## config.mk

```make
export PLATFORM = sky130hd
export DESIGN_NAME = header_tlv_version_parser_flat
export DESIGN_NICKNAME = d
export VERILOG_FILES = /design/src/htvp_pkg.sv /design/src/htvp_in_if.sv /design/src/htvp_out_if.sv /design/src/header_tlv_version_parser.sv /design/src/htvp_scan.sv /design/src/flat_wrapper.sv
export SDC_FILE = /design/constraint.sdc
export NUM_CORES = 1
export LEC_CHECK = 0
export ABC_AREA = 1
export BUFFER_PORTS_ARGS = -buffer_cell sky130_fd_sc_hd__buf_4
export CAP_MARGIN = 20
export CORE_ASPECT_RATIO = 1.5
export CORE_UTILIZATION = 40
export CTS_CLUSTER_SIZE = 14
export DETAILED_ROUTE_END_ITERATION = 8
export GPL_ROUTABILITY_DRIVEN = 0
export HOLD_SLACK_MARGIN = 0.12
export SLEW_MARGIN = 30
export SYNTH_ARGS = -nofsm -noshare
export SYNTH_HDL_FRONTEND = slang
export SYNTH_HIERARCHICAL = 1
export SYNTH_SLANG_ARGS = --single-unit
```

## constraint.sdc

```tcl
create_clock -name i_clk -period 7 [get_ports i_clk]
set_clock_uncertainty 0.05 [all_clocks]
set_input_delay 1.05 -clock i_clk [delete_from_list [all_inputs] [get_ports i_clk]]
set_output_delay 1.05 -clock i_clk [all_outputs]
set_load 0.005 [all_outputs]
```

## src/htvp_pkg.sv

```systemverilog
// Package for the header TLV version parser: register codes, reset values,
// scan phase encoding and the scan state record. No dependencies.
`default_nettype none

package htvp_pkg;

    localparam int MAX_HDR_DEFAULT = 4096;
    localparam int MIN_HDR_LEN     = 8;
    localparam int MAGIC_BYTES     = 4;

    localparam int CFG_IDX_W  = 3;
    localparam int CFG_DATA_W = 32;

    localparam logic [CFG_IDX_W-1:0] CFG_MAGIC_WORD   = 3'd0;
    localparam logic [CFG_IDX_W-1:0] CFG_PADDING_BYTE = 3'd1;
    localparam logic [CFG_IDX_W-1:0] CFG_VERSION_TAG  = 3'd2;
    localparam logic [CFG_IDX_W-1:0] CFG_START_OFFSET = 3'd3;
    localparam logic [CFG_IDX_W-1:0] CFG_HEADER_LEN   = 3'd4;

    localparam logic [31:0] RST_MAGIC_WORD   = 32'd1179406167;
    localparam logic [7:0]  RST_PADDING_BYTE = 8'hFF;
    localparam logic [15:0] RST_VERSION_TAG  = 16'd1;
    localparam logic [12:0] RST_START_OFFSET = 13'd8;
    localparam logic [12:0] RST_HEADER_LEN   = 13'd256;

    localparam logic [15:0] TAG_NONE    = 16'h0000;
    localparam logic [15:0] TAG_END     = 16'hFFFF;
    localparam logic [15:0] VERSION_LEN = 16'd4;
    localparam int          RECORD_HDR  = 4;

    typedef enum logic [6:0] {
        PH_WAIT   = 7'b0000001,
        PH_SCAN   = 7'b0000010,
        PH_TYPEHI = 7'b0000100,
        PH_LENLO  = 7'b0001000,
        PH_LENHI  = 7'b0010000,
        PH_VALUE  = 7'b0100000,
        PH_SKIP   = 7'b1000000
    } t_phase;

    typedef struct packed {
        t_phase      phase;
        logic [15:0] tag;
        logic [15:0] len;
        logic [15:0] skip;
        logic [31:0] ver;
        logic        stop;
        logic        found;
    } t_scan;

    localparam t_scan SCAN_RESET = '{
        phase: PH_WAIT,
        tag:   16'h0000,
        len:   16'h0000,
        skip:  16'h0000,
        ver:   32'h0000_0000,
        stop:  1'b0,
        found: 1'b0
    };

endpackage

`default_nettype wire

```

## src/htvp_in_if.sv

```systemverilog
// Input channel: one header byte per request.
// No dependencies.
`default_nettype none

interface htvp_in_if;
    logic       valid;
    logic       ready;
    logic [7:0] header_byte;

    modport source (output valid, output header_byte, input ready);
    modport sink   (input valid, input header_byte, output ready);
endinterface

`default_nettype wire

```

## src/htvp_out_if.sv

```systemverilog
// Result channel: version, found flag and magic flag, one request per header.
// No dependencies.
`default_nettype none

interface htvp_out_if;
    logic        valid;
    logic        ready;
    logic [31:0] blob_version;
    logic        version_found;
    logic        magic_ok;

    modport source (output valid, output blob_version, output version_found,
                    output magic_ok, input ready);
    modport sink   (input valid, input blob_version, input version_found,
                    input magic_ok, output ready);
endinterface

`default_nettype wire

```

## src/header_tlv_version_parser.sv

```systemverilog
// Header TLV version parser: one header byte accepted per cycle, no stall
// unless the result register is full and not taken. The result is registered
// in the output register in the cycle after the last header byte is accepted.
// Throughput: one byte per cycle unless stalled, set by the single state register update.
// Reset (i_rst_n low, synchronous) clears scan state, empties the result
// register and loads the registers with their defaults.
// Depends on htvp_pkg, htvp_in_if, htvp_out_if, htvp_scan.
`default_nettype none

module header_tlv_version_parser
    import htvp_pkg::*;
#(
    parameter int MAX_HEADER_BYTES = MAX_HDR_DEFAULT
) (
    input  wire logic                  i_clk,
    input  wire logic                  i_rst_n,
    input  wire logic                  i_cfg_we,
    input  wire logic [CFG_IDX_W-1:0]  i_cfg_idx,
    input  wire logic [CFG_DATA_W-1:0] i_cfg_data,
    htvp_in_if.sink                    i_in,
    htvp_out_if.source                 o_out
);

    localparam int PW = $clog2(MAX_HEADER_BYTES);
    localparam int LW = $clog2(MAX_HEADER_BYTES + 1);
    localparam int CW = ((LW > 16) ? LW : 16) + 2;

    logic [31:0]   r_cfg_magic;
    logic [7:0]    r_cfg_pad;
    logic [15:0]   r_cfg_vtag;
    logic [12:0]   r_cfg_start;
    logic [12:0]   r_cfg_hlen;

    logic [PW-1:0] r_pos;
    logic [PW-1:0] n_pos;
    logic [31:0]   r_magic;
    logic [31:0]   n_magic;
    t_scan         r_st;
    t_scan         n_st;

    logic          r_out_valid;
    logic [31:0]   r_out_version;
    logic          r_out_found;
    logic          r_out_mok;

    logic [CW-1:0] pos_c;
    logic [CW-1:0] hl_c;
    logic [CW-1:0] len_c;
    logic [CW-1:0] rem;
    logic          started;
    logic          last;
    logic          accept;
    logic          mok;

    assign pos_c   = CW'(r_pos);
    assign hl_c    = CW'(r_cfg_hlen);
    assign len_c   = (hl_c < CW'(MIN_HDR_LEN)) ? CW'(MIN_HDR_LEN) :
                     (hl_c > CW'(MAX_HEADER_BYTES)) ? CW'(MAX_HEADER_BYTES) : hl_c;
    assign rem     = (len_c > pos_c) ? len_c - pos_c : '0;
    assign started = pos_c >= CW'(r_cfg_start);
    assign last    = !((pos_c + CW'(1)) < len_c);

    assign i_in.ready = !r_out_valid || o_out.ready;
    assign accept     = i_in.valid && i_in.ready;

    always_comb begin
        n_magic = r_magic;
        if (pos_c < CW'(MAGIC_BYTES)) begin
            n_magic[8*r_pos[1:0] +: 8] = i_in.header_byte;
        end
    end

    assign mok   = n_magic == r_cfg_magic;
    assign n_pos = r_pos + PW'(1);

    htvp_scan #(
        .REM_W (CW)
    ) u_scan (
        .i_st      (r_st),
        .i_byte    (i_in.header_byte),
        .i_odd     (r_pos[0]),
        .i_started (started),
        .i_rem     (rem),
        .i_pad     (r_cfg_pad),
        .i_vtag    (r_cfg_vtag),
        .o_st      (n_st)
    );

    always_ff @(posedge i_clk) begin
        if (!i_rst_n) begin
            r_cfg_magic <= RST_MAGIC_WORD;
            r_cfg_pad   <= RST_PADDING_BYTE;
            r_cfg_vtag  <= RST_VERSION_TAG;
            r_cfg_start <= RST_START_OFFSET;
            r_cfg_hlen  <= RST_HEADER_LEN;
            r_pos       <= '0;
            r_magic     <= '0;
            r_st        <= SCAN_RESET;
            r_out_valid <= 1'b0;
        end else begin
            if (i_cfg_we) begin
                unique case (i_cfg_idx)
                    CFG_MAGIC_WORD:   r_cfg_magic <= i_cfg_data;
                    CFG_PADDING_BYTE: r_cfg_pad   <= i_cfg_data[7:0];
                    CFG_VERSION_TAG:  r_cfg_vtag  <= i_cfg_data[15:0];
                    CFG_START_OFFSET: r_cfg_start <= i_cfg_data[12:0];
                    CFG_HEADER_LEN:   r_cfg_hlen  <= i_cfg_data[12:0];
                    default: begin
                    end
                endcase
            end
            if (accept && last) begin
                r_out_valid <= 1'b1;
            end else if (o_out.valid && o_out.ready) begin
                r_out_valid <= 1'b0;
            end
            if (accept) begin
                if (last) begin
                    r_pos   <= '0;
                    r_magic <= '0;
                    r_st    <= SCAN_RESET;
                end else begin
                    r_pos   <= n_pos;
                    r_magic <= n_magic;
                    r_st    <= n_st;
                end
            end
        end
    end

    always_ff @(posedge i_clk) begin
        if (accept && last) begin
            r_out_version <= (mok && n_st.found) ? n_st.ver : 32'd0;
            r_out_found   <= mok && n_st.found;
            r_out_mok     <= mok;
        end
    end

    assign o_out.valid         = r_out_valid;
    assign o_out.blob_version  = r_out_version;
    assign o_out.version_found = r_out_found;
    assign o_out.magic_ok      = r_out_mok;

endmodule

`default_nettype wire

```

## src/htvp_scan.sv

```systemverilog
// Per-byte next-state logic of the TLV record scanner.
// Depends on htvp_pkg.
`default_nettype none

module htvp_scan
    import htvp_pkg::*;
#(
    parameter int REM_W = 18
) (
    input  wire t_scan             i_st,
    input  wire logic [7:0]        i_byte,
    input  wire logic              i_odd,
    input  wire logic              i_started,
    input  wire logic [REM_W-1:0]  i_rem,
    input  wire logic [7:0]        i_pad,
    input  wire logic [15:0]       i_vtag,
    output t_scan                  o_st
);

    t_phase      ph;
    logic [15:0] tag_n;
    logic [15:0] len_n;
    logic [15:0] skip_n;
    logic        overrun;

    assign tag_n   = {i_byte, i_st.tag[7:0]};
    assign len_n   = {i_byte, i_st.len[7:0]};
    assign skip_n  = (i_st.phase == PH_VALUE) ? i_st.skip + 16'd1 : i_st.skip - 16'd1;
    assign overrun = (i_rem + REM_W'(RECORD_HDR - 1)) < (REM_W'(len_n) + REM_W'(RECORD_HDR));

    always_comb begin
        o_st = i_st;
        ph   = i_st.phase;
        if (ph == PH_WAIT && i_started) begin
            ph = PH_SCAN;
        end
        if (!i_st.stop) begin
            unique case (ph)
                PH_WAIT: begin
                    o_st.phase = PH_WAIT;
                end
                PH_SCAN: begin
                    o_st.phase = PH_SCAN;
                    if (i_rem < REM_W'(RECORD_HDR)) begin
                        o_st.stop = 1'b1;
                    end else if (!(i_byte == i_pad || i_odd)) begin
                        o_st.tag   = {8'h00, i_byte};
                        o_st.phase = PH_TYPEHI;
                    end
                end
                PH_TYPEHI: begin
                    o_st.tag = tag_n;
                    if (tag_n == TAG_NONE || tag_n == TAG_END) begin
                        o_st.stop = 1'b1;
                    end else begin
                        o_st.phase = PH_LENLO;
                    end
                end
                PH_LENLO: begin
                    o_st.len   = {8'h00, i_byte};
                    o_st.phase = PH_LENHI;
                end
                PH_LENHI: begin
                    o_st.len = len_n;
                    priority if (overrun) begin
                        o_st.stop = 1'b1;
                    end else if (i_st.tag == i_vtag && len_n == VERSION_LEN) begin
                        o_st.skip  = 16'd0;
                        o_st.ver   = 32'd0;
                        o_st.phase = PH_VALUE;
                    end else if (len_n == 16'd0) begin
                        o_st.phase = PH_SCAN;
                    end else begin
                        o_st.skip  = len_n;
                        o_st.phase = PH_SKIP;
                    end
                end
                PH_VALUE: begin
                    o_st.ver[8*i_st.skip[1:0] +: 8] = i_byte;
                    o_st.skip = skip_n;
                    if (skip_n >= 16'(MAGIC_BYTES)) begin
                        o_st.found = 1'b1;
                        o_st.stop  = 1'b1;
                    end
                end
                PH_SKIP: begin
                    o_st.skip = skip_n;
                    if (skip_n == 16'd0) begin
                        o_st.phase = PH_SCAN;
                    end
                end
                default: begin
                    o_st.stop = 1'b1;
                end
            endcase
        end
    end

endmodule

`default_nettype wire

```

## src/flat_wrapper.sv

```systemverilog
// flat-port wrapper written by rule: the top's interface ports become plain ports
module header_tlv_version_parser_flat import htvp_pkg::*;
#(
    parameter int MAX_HEADER_BYTES = MAX_HDR_DEFAULT
)
  (i_clk, i_rst_n, i_cfg_we, i_cfg_idx, i_cfg_data, i_in_valid, i_in_header_byte, i_in_ready, o_out_valid, o_out_blob_version, o_out_version_found, o_out_magic_ok, o_out_ready);
  htvp_in_if i_in_i ();
  htvp_out_if o_out_i ();
  input  wire logic i_clk;
  input  wire logic i_rst_n;
  input  wire logic i_cfg_we;
  input  wire logic [CFG_IDX_W-1:0] i_cfg_idx;
  input  wire logic [CFG_DATA_W-1:0] i_cfg_data;
  input wire logic [$bits(i_in_i.valid)-1:0] i_in_valid;
  input wire logic [$bits(i_in_i.header_byte)-1:0] i_in_header_byte;
  output wire logic [$bits(i_in_i.ready)-1:0] i_in_ready;
  output wire logic [$bits(o_out_i.valid)-1:0] o_out_valid;
  output wire logic [$bits(o_out_i.blob_version)-1:0] o_out_blob_version;
  output wire logic [$bits(o_out_i.version_found)-1:0] o_out_version_found;
  output wire logic [$bits(o_out_i.magic_ok)-1:0] o_out_magic_ok;
  input wire logic [$bits(o_out_i.ready)-1:0] o_out_ready;
  assign i_in_i.valid = i_in_valid;
  assign i_in_i.header_byte = i_in_header_byte;
  assign i_in_ready = i_in_i.ready;
  assign o_out_valid = o_out_i.valid;
  assign o_out_blob_version = o_out_i.blob_version;
  assign o_out_version_found = o_out_i.version_found;
  assign o_out_magic_ok = o_out_i.magic_ok;
  assign o_out_i.ready = o_out_ready;
  header_tlv_version_parser #(.MAX_HEADER_BYTES(MAX_HEADER_BYTES)) u_core (.i_clk(i_clk), .i_rst_n(i_rst_n), .i_cfg_we(i_cfg_we), .i_cfg_idx(i_cfg_idx), .i_cfg_data(i_cfg_data), .i_in(i_in_i), .o_out(o_out_i));
endmodule
```

# Word-level counts from Yosys, hierarchy flattened
# Index checks and enable logic that the tools add are counted.
[totals]
inputBits = 48
regBits = 242
output_inout_bits = 36
[op_classes]
order_cmp = 9
shifts = 4
n_reduce_logical = 28
muxes = 36
n_eq_ne = 34
addsub = 9
[ops]
columns = ["operator", "count"]
rows = [
  ["$mux 89", 2],
  ["$mux 32", 3],
  ["$pmux 16 s2", 3],
  ["$neg 5->34", 2],
  ["$shift 8x34->32 const A", 2],
  ["$shiftx 8x34->32", 2],
  ["$bwmux 32", 2],
  ["$pmux 32 s2", 1],
  ["$logic_not 16->1", 3],
  ["$mux 16", 3],
  ["$mux 48", 1],
  ["$mux 7", 6],
  ["$pmux 7 s6", 1],
  ["$mux 18", 2],
  ["$eq 32x32->1", 1],
  ["$mux 23", 1],
  ["$ne 3x3->1 const B", 7],
  ["$mux 19", 1],
  ["$add 18x2->18 const B", 1],
  ["$gt 18x12->1", 1],
  ["$lt 18x17->1", 1],
  ["$lt 18x18->1", 1],
  ["$lt 18x3->1 const B", 1],
  ["$sub 18x12->18", 1],
  ["other kinds (43)", 71],
]

# Longest topological paths before layout
# Gate-level depths: netlist of run 1.
[depth]
ltp_word = 11
depth_mapped = 54
ltp_nobuf = 53

# By module
# Netlist of run 1, hierarchy kept.
[modules_own_cells]
columns = ["mod", "area_each_um2", "cells_each", "instances"]
rows = [
  ["header_tlv_version_parser", 12167.9, 1725, 1],
  ["htvp_scan", 5376.4, 1092, 1],
]

# Worst setup path after synthesis of run 1
# No wires, ideal clock.
[synth_timing]
path_kind = "reg2reg"
from = "reg u_core.r_cfg_hlen[7]"
to = "reg u_core/r_st[26] (netlist bit)"
path_slack_ns = 0.915
stages_incl_launch_ff = 53
arrival_ns = 5.969
required_time_ns = 6.884
path_cell_list = "dfxtp_1 -> nor2_1 -> nand3_1 -> nor4_1 -> nand4_1 -> nand2_1 -> nand3_1 -> ha_1 -> fa_1 -> inv_1 -> a21oi_1 -> inv_1 -> nand2_1 -> nand2_1 -> a21boi_0 -> o21ai_0 -> o21ai_0 -> nand2_1 -> [... 17 more ...] -> nand2_1 -> nor2_1 -> nor3b_1 -> nand2_1 -> nand2_1 -> nand2_1 -> nand2_1 -> nand2_1 -> nand2_1 -> buf_4 -> nand3_1 -> nand2_1 -> nand2_1 -> nand2_1 -> inv_1 -> nand2_1 -> o21ai_0 -> nor2_1"
[synth_lines]
columns = ["element", "line", "rtl"]
rows = [
  ["from (decl)", "header_tlv_version_parser.sv:32", "logic [12:0] r_cfg_hlen;"],
  ["from (signal assigned)", "header_tlv_version_parser.sv:107", "CFG_HEADER_LEN: r_cfg_hlen <= i_cfg_data[12:0];"],
  ["to (signal assigned)", "header_tlv_version_parser.sv:125", "r_st <= n_st;"],
  ["to (decl)", "header_tlv_version_parser.sv:38", "t_scan r_st;"],
]

==> results of run 1 <==
## critical path, delay by kind of cell (launching register included)
family	cells	cell delay (ns)
AND/OR/NAND/NOR	31	3.20
buffers and inverters	9	0.80
flip-flops	1	0.33
AO/OA/AOI/OAI	6	0.73
adder cells (fa/ha/maj)	4	1.09
## flip-flops by register name (all words and copies together), names as in the netlist
signal and cells:
u_core/o_out.valid 1, u_core/r_st 81, u_core/o_out.magic_ok 1, u_core/r_cfg_pad 8, u_core/r_cfg_start 13, u_core/r_magic 32, u_core/o_out.blob_version 32, u_core/r_cfg_vtag 16
u_core/r_cfg_hlen 13, u_core/r_pos 12, u_core/r_cfg_magic 32, u_core/o_out.version_found 1
## through the flow
step | setup slack, ns | power (mW)
floorplan | 0.915 | 2.65
global placement | 0.345 | 3.01
detailed placement | 0.169 | 3.03
CTS | 0.0903 | 4.56
global route | -0.0611 | 4.85
finish | 0.679 | 4.57
## final cells by class
class                      instances  area (µm²)  share of cell area, %
inverter                         329        1240                   6.45
clock buffer                      40         774                   4.03
timing repair buffer             108         877                   4.57
multi-input combinational       2070       10300                   53.5
clock inverter                     8         143                  0.743
tap                              564         706                   3.67
sequential                       242        5180                   27.0
## repair_timing
item | CTS | global route
resized for setup | 0 | 21
setup endpoints to repair | 0 | 85
buffers inserted | 0 | 2
## how the worst min path moves through the flow
| stage | end | depth (start not counted) | slack [ns] | startpoint |
|---|---|---|---|---|
| floorplan | u_core/r_cfg_start[10] | 2 | 0.39 | u_core/r_cfg_start[10] |
| global placement | u_core/r_cfg_start[10] | 2 | 0.40 | u_core/r_cfg_start[10] |
| detailed placement | u_core/r_cfg_start[10] | 2 | 0.41 | u_core/r_cfg_start[10] |
| CTS | u_core/r_cfg_start[10] | 2 | 0.42 | u_core/r_cfg_start[10] |
| global route | u_core/r_cfg_start[10] | 2 | 0.44 | u_core/r_cfg_start[10] |
| finish | u_core/r_st[51] | 2 | 0.41 | u_core/r_st[51] |
## power groups by stage
stage                     sequential (mW)  clock [mW]  combinational [mW]
after floorplan                      1.60           0                1.06
after global placement               1.61           0                1.40
after detailed placement             1.61           0                1.42
after CTS                            1.58        1.55                1.43
after global routing                 1.60        1.60                1.65
final                                1.58        1.51                1.47
## metal layers
metal  wire (µm)  share of wire, %
met3        2490               4.5
met5           0                 0
met4        3150               5.7
met2       27400                50
met1       21800                40
==> key figures, run 1 <==
Outcome
  – Status: completed

GRT
  – Initial antenna violation count: 0
  – Largest net degree at the start of global routing: 110
  – M2 GR Usage: 44.3%
  – Grt peak-use layer: met2
  – GR Layer Usage met1: 27.7%
  – Remaining Overflow, GRT: 0
  – Global Route Usage Sum: 24.7%
  – Global-route wire length before repair: 86,000 µm
  – Global-route met3 utilization: 2.18%
  – Vias in the first global route: 16,700

Power and ir drop
  – Clock share of power: about 33%
  – Peak supply drop: 177 µV
  – Combinational power share: 32.2%
  – Switching portion of total power: 36.8%
  – PD cells: 238 mW/mm²
  – P_leak: 9.01 nW
  – Flop pwr share: 34.7%
  – Total internal power: 2.89 mW
  – P_sw: between 1.5 and 2 mW

Clocking
  – Total CTS buffers: 27
  – Clock Latency Late Sink: roughly 0.57 ns
  – H-tree levels: 1
  – CTS sink cnt: 242
  – Cts-stage hold buffer count: 0
  – CTS tree: built
  – Clock tree buffer depth: 3
  – Clock Pin Slew Worst Setup and Hold Paths: 0.06 ns
  – Clock Tree Root: clkbuf_16

Critical path
  – R2R Path Start: u_core/r_cfg_hlen[7]
  – Crit-path most repeated cell: nand2_1
  – Flop2flop setup slack: 0.68 ns
  – Crit path kind: reg -> reg
  – Max incr delay on CP: 0.35 ns
  – Max FO, Critical Path: 19
  – CP arrival: 6.75 ns
  – Crit-path slowest cell: fa_2
  – Kind of start point of the critical path: flip-flop
  – Critical Path End Type: flip-flop
  – Reg2Reg Depth: 50
  – Required time worst endpoint: 7.43 ns
  – Crit path launch: u_core/r_cfg_hlen[7]
  – R2R Path End: u_core/r_st[83]
  – Worst setup path endpoint: u_core/r_st[83]

Logic synthesis
  – Synth Instances: 2,768
  – Synth Net Count: 2,905
  – Synthesized area per cell: 6.21 µm²
  – Yosys warning count: 6
  – Post-synthesis cell area: approximately 0.017 mm²

Route
  – 1st-iter DRT viols: roughly 1,200
  – Via count: between 15,000 and 20,000
  – Vias per cell: ~5.3
  – DR pass1 iterations: 5
  – Wire length per cell: between 15 and 20 µm
  – # DRC: 0
  – Final ANT Viol Nets: 0
  – Drt total wl: 54,900 µm

Final layout
  – Fin area: about 0.019 mm²
  – Antenna diodes: 0
  – Commonest non-fill, non-tap cell in the layout: nand2_1
  – Layout fillers: 4,421
  – Area Growth Syn to Fin: 11.6%
  – Fin util: 45.5%
  – Nets: 2,915
  – Fin cells: 3,361
  – Layout cells sized above 1: 8.08%
  – Most frequent cells in the layout: nand2_1 (905), inv_1 (317), nor2_1 (259)

STA
  – Final worst path period share: 90.3%
  – Worst slew pin tran: 0.978 ns
  – Fmax: 158 MHz
  – Final TNS setup: 0 ns
  – Tmin final: 6.32 ns
  – Max-slew violation count: 0
  – Final hold violations: 0
  – # setup viols final: 0
  – Hold slack: between 0.4 and 0.5 ns
  – Rel. slew slack: 34.3%

Place
  – Post-placement cell count: ~3,300
  – PortBufs: 83
  – Placed Area: 0.0182 mm²
  – Post-detail-place hpwl: 38,400 µm

Die
  – Core area: 0.0422 mm²
  – Chip width: between 150 and 200 µm
  – Num rows: 92
  – Initial core utilization: 40.7%
  – Overall die height: about 260 µm
  – Die area: 0.0438 mm²
  – # IOs: 84

Worst hold path
  – Min-Delay Path Class: reg -> reg

Run
  – Max-cap violations: 0
(Power assumes the default switching activity.)
==> run 2: changes to the inputs <==
--- a/config.mk
+++ b/config.mk
@@ -5,17 +5,20 @@
 export SDC_FILE = /design/constraint.sdc
 export NUM_CORES = 1
 export LEC_CHECK = 0
-export ABC_AREA = 1
 export BUFFER_PORTS_ARGS = -buffer_cell sky130_fd_sc_hd__buf_4
 export CAP_MARGIN = 20
+export CELL_PAD_IN_SITES_DETAIL_PLACEMENT = 1
+export CELL_PAD_IN_SITES_GLOBAL_PLACEMENT = 2
 export CORE_ASPECT_RATIO = 1.5
-export CORE_UTILIZATION = 40
+export CORE_UTILIZATION = 38
 export CTS_CLUSTER_SIZE = 14
 export DETAILED_ROUTE_END_ITERATION = 8
 export GPL_ROUTABILITY_DRIVEN = 0
 export HOLD_SLACK_MARGIN = 0.12
+export PLACE_DENSITY_LB_ADDON = 0.1
 export SLEW_MARGIN = 30
 export SYNTH_ARGS = -nofsm -noshare
 export SYNTH_HDL_FRONTEND = slang
 export SYNTH_HIERARCHICAL = 1
 export SYNTH_SLANG_ARGS = --single-unit
+export TNS_END_PERCENT = 5
==> run 2 against run 1 <==
Clock-buffer cell count grew 1. Combinational power down 50%. Utilization down 2.4 points. Largest power group unchanged. Non-clock buffer count unchanged. Sequential share of layout area grew 2.3 points. Sequential cell count stayed put. Via count shrank 18%. Worst hold slack lost 0.0076 ns. Synthesized area shrank 8.2%. Critical endpoint is now u_core/o_out.blob_version[3]. Maximum frequency decreased by 3.0%. Synthesized cell count shrank 28%. Global-route usage increased by 0.87 points.
==> key figures, run 2 <==
GRT
  – Initial antenna violation count: 0 (unchanged)
  – Remaining Overflow, GRT: 0 (unchanged)
  – Global-route wire length before repair: 83,900 µm (was 86,000 µm)
  – Vias in the first global route: 14,900 (was 16,700)
  – Global Route Usage Sum: 25.5% (was 24.7%)
  – Largest net degree at the start of global routing: 74 (was 110)

Critical path
  – Required time worst endpoint: 7.23 ns (was 7.43 ns)
  – Crit path kind: reg -> reg (unchanged)
  – Max FO, Critical Path: 8 (was 19)
  – Crit-path slowest cell: or3_1 (was fa_2)
  – Kind of start point of the critical path: flip-flop (unchanged)
  – CP arrival: 6.74 ns (was 6.75 ns)
  – Flop2flop setup slack: 0.49 ns (was 0.68 ns)
  – Critical Path End Type: flip-flop (unchanged)
  – Max incr delay on CP: 0.40 ns (was 0.35 ns)

Clocking
  – Total CTS buffers: 26 (was 27)
  – Clock Latency Late Sink: 0.56 ns (was 0.57 ns)
  – Cts-stage hold buffer count: 0 (unchanged)
  – CTS sink cnt: 242 (unchanged)
  – CTS tree: built (unchanged)
  – H-tree levels: 1 (unchanged)
  – Clock Tree Root: clkbuf_16 (unchanged)
  – Clock tree buffer depth: 3 (unchanged)
  – Clock Pin Slew Worst Setup and Hold Paths: 0.06 ns (about the same)

Final layout
  – Multi-input logic area: 0.00971 mm² (was 0.0103 mm²)
  – Nets: 2,152 (was 2,915)
  – Layout cells sized above 1: 12.3% (was 8.08%)
  – Layout fillers: 4,976 (was 4,421)
  – Most frequent cells in the layout: nand2_1 (445), dfxtp_1 (208), a21oi_1 (205) (was nand2_1 (905), inv_1 (317), nor2_1 (259))
  – Commonest non-fill, non-tap cell in the layout: nand2_1 (unchanged)
  – Area Growth Syn to Fin: 11.9% (was 11.6%)
  – Antenna diodes: 0 (unchanged)
  – Top reg by flops: u_core/r_st (unchanged)
  – Fin area: 0.0177 mm² (was 0.0192 mm²)
  – Fin cells: 2,543 (was 3,361)
  – Number of flip-flops in the largest register: 81 (unchanged)
  – Register area: 0.00518 mm² (unchanged)

Die
  – Chip width: 168 µm (was 171 µm)
  – Die area: 0.0424 mm² (was 0.0438 mm²)
  – # IOs: 84 (unchanged)
  – Initial core utilization: 38.5% (was 40.7%)
  – Overall die height: 252 µm (was 256 µm)
  – Core area: 0.0410 mm² (was 0.0422 mm²)
  – Num rows: 91 (was 92)

STA
  – Final worst path period share: 93.1% (was 90.3%)
  – Final hold violations: 0 (unchanged)
  – Rel. slew slack: 37.0% (was 34.3%)
  – Final TNS setup: 0 ns (unchanged)
  – Final worst setup slack: 0.486 ns (was 0.679 ns)
  – Max-slew violation count: 0 (unchanged)
  – # setup viols final: 0 (unchanged)
  – Fmax: 154 MHz (was 158 MHz)
  – Tmin final: 6.51 ns (was 6.32 ns)
  – Worst slew pin tran: 0.938 ns (was 0.978 ns)

Logic synthesis
  – Synthesized area per cell: 7.92 µm² (was 6.21 µm²)
  – Synth Instances: 1,994 (was 2,768)
  – Post-synthesis cell area: 0.0158 mm² (was 0.0172 mm²)
  – Yosys warning count: 6 (unchanged)
  – Synth Net Count: 2,131 (was 2,905)

Outcome
  – Status: completed (unchanged)

Route
  – Vias per cell: 5.69 (was 5.27)
  – Drt total wl: 54,400 µm (was 54,900 µm)
  – Final ANT Viol Nets: 0 (unchanged)
  – 1st-iter DRT viols: 592 (was 1,238)
  – # DRC: 0 (unchanged)
  – Via count: 14,500 (was 17,700)
  – Wire length per cell: 21.4 µm (was 16.3 µm)
  – DR pass1 iterations: 4 (was 5)

Place
  – Post-detail-place hpwl: 38,600 µm (was 38,400 µm)
  – Post-placement cell count: 2,496 (was 3,309)
  – Placed Area: 0.0167 mm² (was 0.0182 mm²)
  – Worst slack at placement: -0.236 ns (was 0.169 ns)
  – PortBufs: 83 (unchanged)

Run
  – Max-cap violations: 0 (unchanged)

Power and ir drop
  – Combinational power share: 20.3% (was 32.2%)
  – P_leak: 6.62 nW (was 9.01 nW)
  – Switching portion of total power: 29.9% (was 36.8%)
  – Post-route total power: 3.64 mW (was 4.57 mW)
  – Peak supply drop: 176 µV (was 177 µV)
  – Clock share of power: 39.5% (was 33.1%)
  – Flop pwr share: 40.3% (was 34.7%)
  – Total internal power: 2.55 mW (was 2.89 mW)
  – P_sw: 1.09 mW (was 1.68 mW)
  – PD cells: 206 mW/mm² (was 238 mW/mm²)

Worst hold path
  – Min-Delay Path Class: reg -> reg (unchanged)
==> run 2: cell types whose count changed in the layout (fill, tap and decap cells not counted), moves of 40 or more <==
cell	change
nand2_1	-460
nor2_1	-161
o21ai_0	-146
xnor2_1	+50
inv_1	-204
nor2_2	-41
a21oi_1	+74
a22o_1	+42
o211ai_1	-40
nand3_1	-149
==> run 2: layout make-up <==
cell class | count | area share [%]
multi-input cells | 1522 | 54.9
clock buffers | 41 | 4.53
well taps | 511 | 3.62
flip-flops and latches | 242 | 29.3
clock inverters | 4 | 0.397
repair buffers | 108 | 4.73
inverters | 115 | 2.44
==> run 2: power by group through the flow <==
stage | sequential [mW] | clock (mW) | combinational (mW)
after detailed placement | 1.50 | 0 | 0.726
after floorplan | 1.49 | 0 | 0.497
final | 1.47 | 1.44 | 0.737
after global placement | 1.49 | 0 | 0.713
after CTS | 1.47 | 1.48 | 0.729
after global routing | 1.47 | 1.52 | 0.808
==> run 2: path summary, 6_finish.rpt <==
check / endpoint / from / depth (start not counted)
hold / removal: u_core/r_cfg_start[8] / u_core/r_cfg_start[8] / 2
setup / recovery: u_core/o_out.blob_version[3] / u_core/r_cfg_hlen[7] / 28
hold reg to reg: u_core/r_cfg_start[8] / u_core/r_cfg_start[8] / 2
setup reg to reg: u_core/o_out.blob_version[3] / u_core/r_cfg_hlen[7] / 28
==> run 2: routing by layer <==
metal  vias to the layer above  global-route usage [%]  wire (µm)
li1                       7015                       -          -
met1                      7075                    29.1      22600
met2                       266                    47.2      27800
met3                       106                    2.34       1450
met4                         0                    12.5       2520
met5                         -                       0          0
==> run 2: what timing repair did <==
item	in CTS	in global routing
pin swaps	0	2
setup buffers	0	1
resized for setup	4	12
setup endpoints to repair	39	85
==> run 2: critical path: cells and delay by family (launching register included) <==
kind                     cells  cell delay [ns]
flip-flops                   1             0.38
buffers and inverters        2             0.26
XOR/XNOR                     1             0.16
AO/OA/AOI/OAI               11             2.31
adder cells (fa/ha/maj)      3             0.91
AND/OR/NAND/NOR             11             2.16
==> run 2: stage by stage <==
stage	utilization, %	hold WS [ns]
global route	43.1	0.421
floorplan	-	0.383
global placement	40.7	0.391
detailed placement	40.7	0.398
CTS	42.9	0.407
finish	43.1	0.404
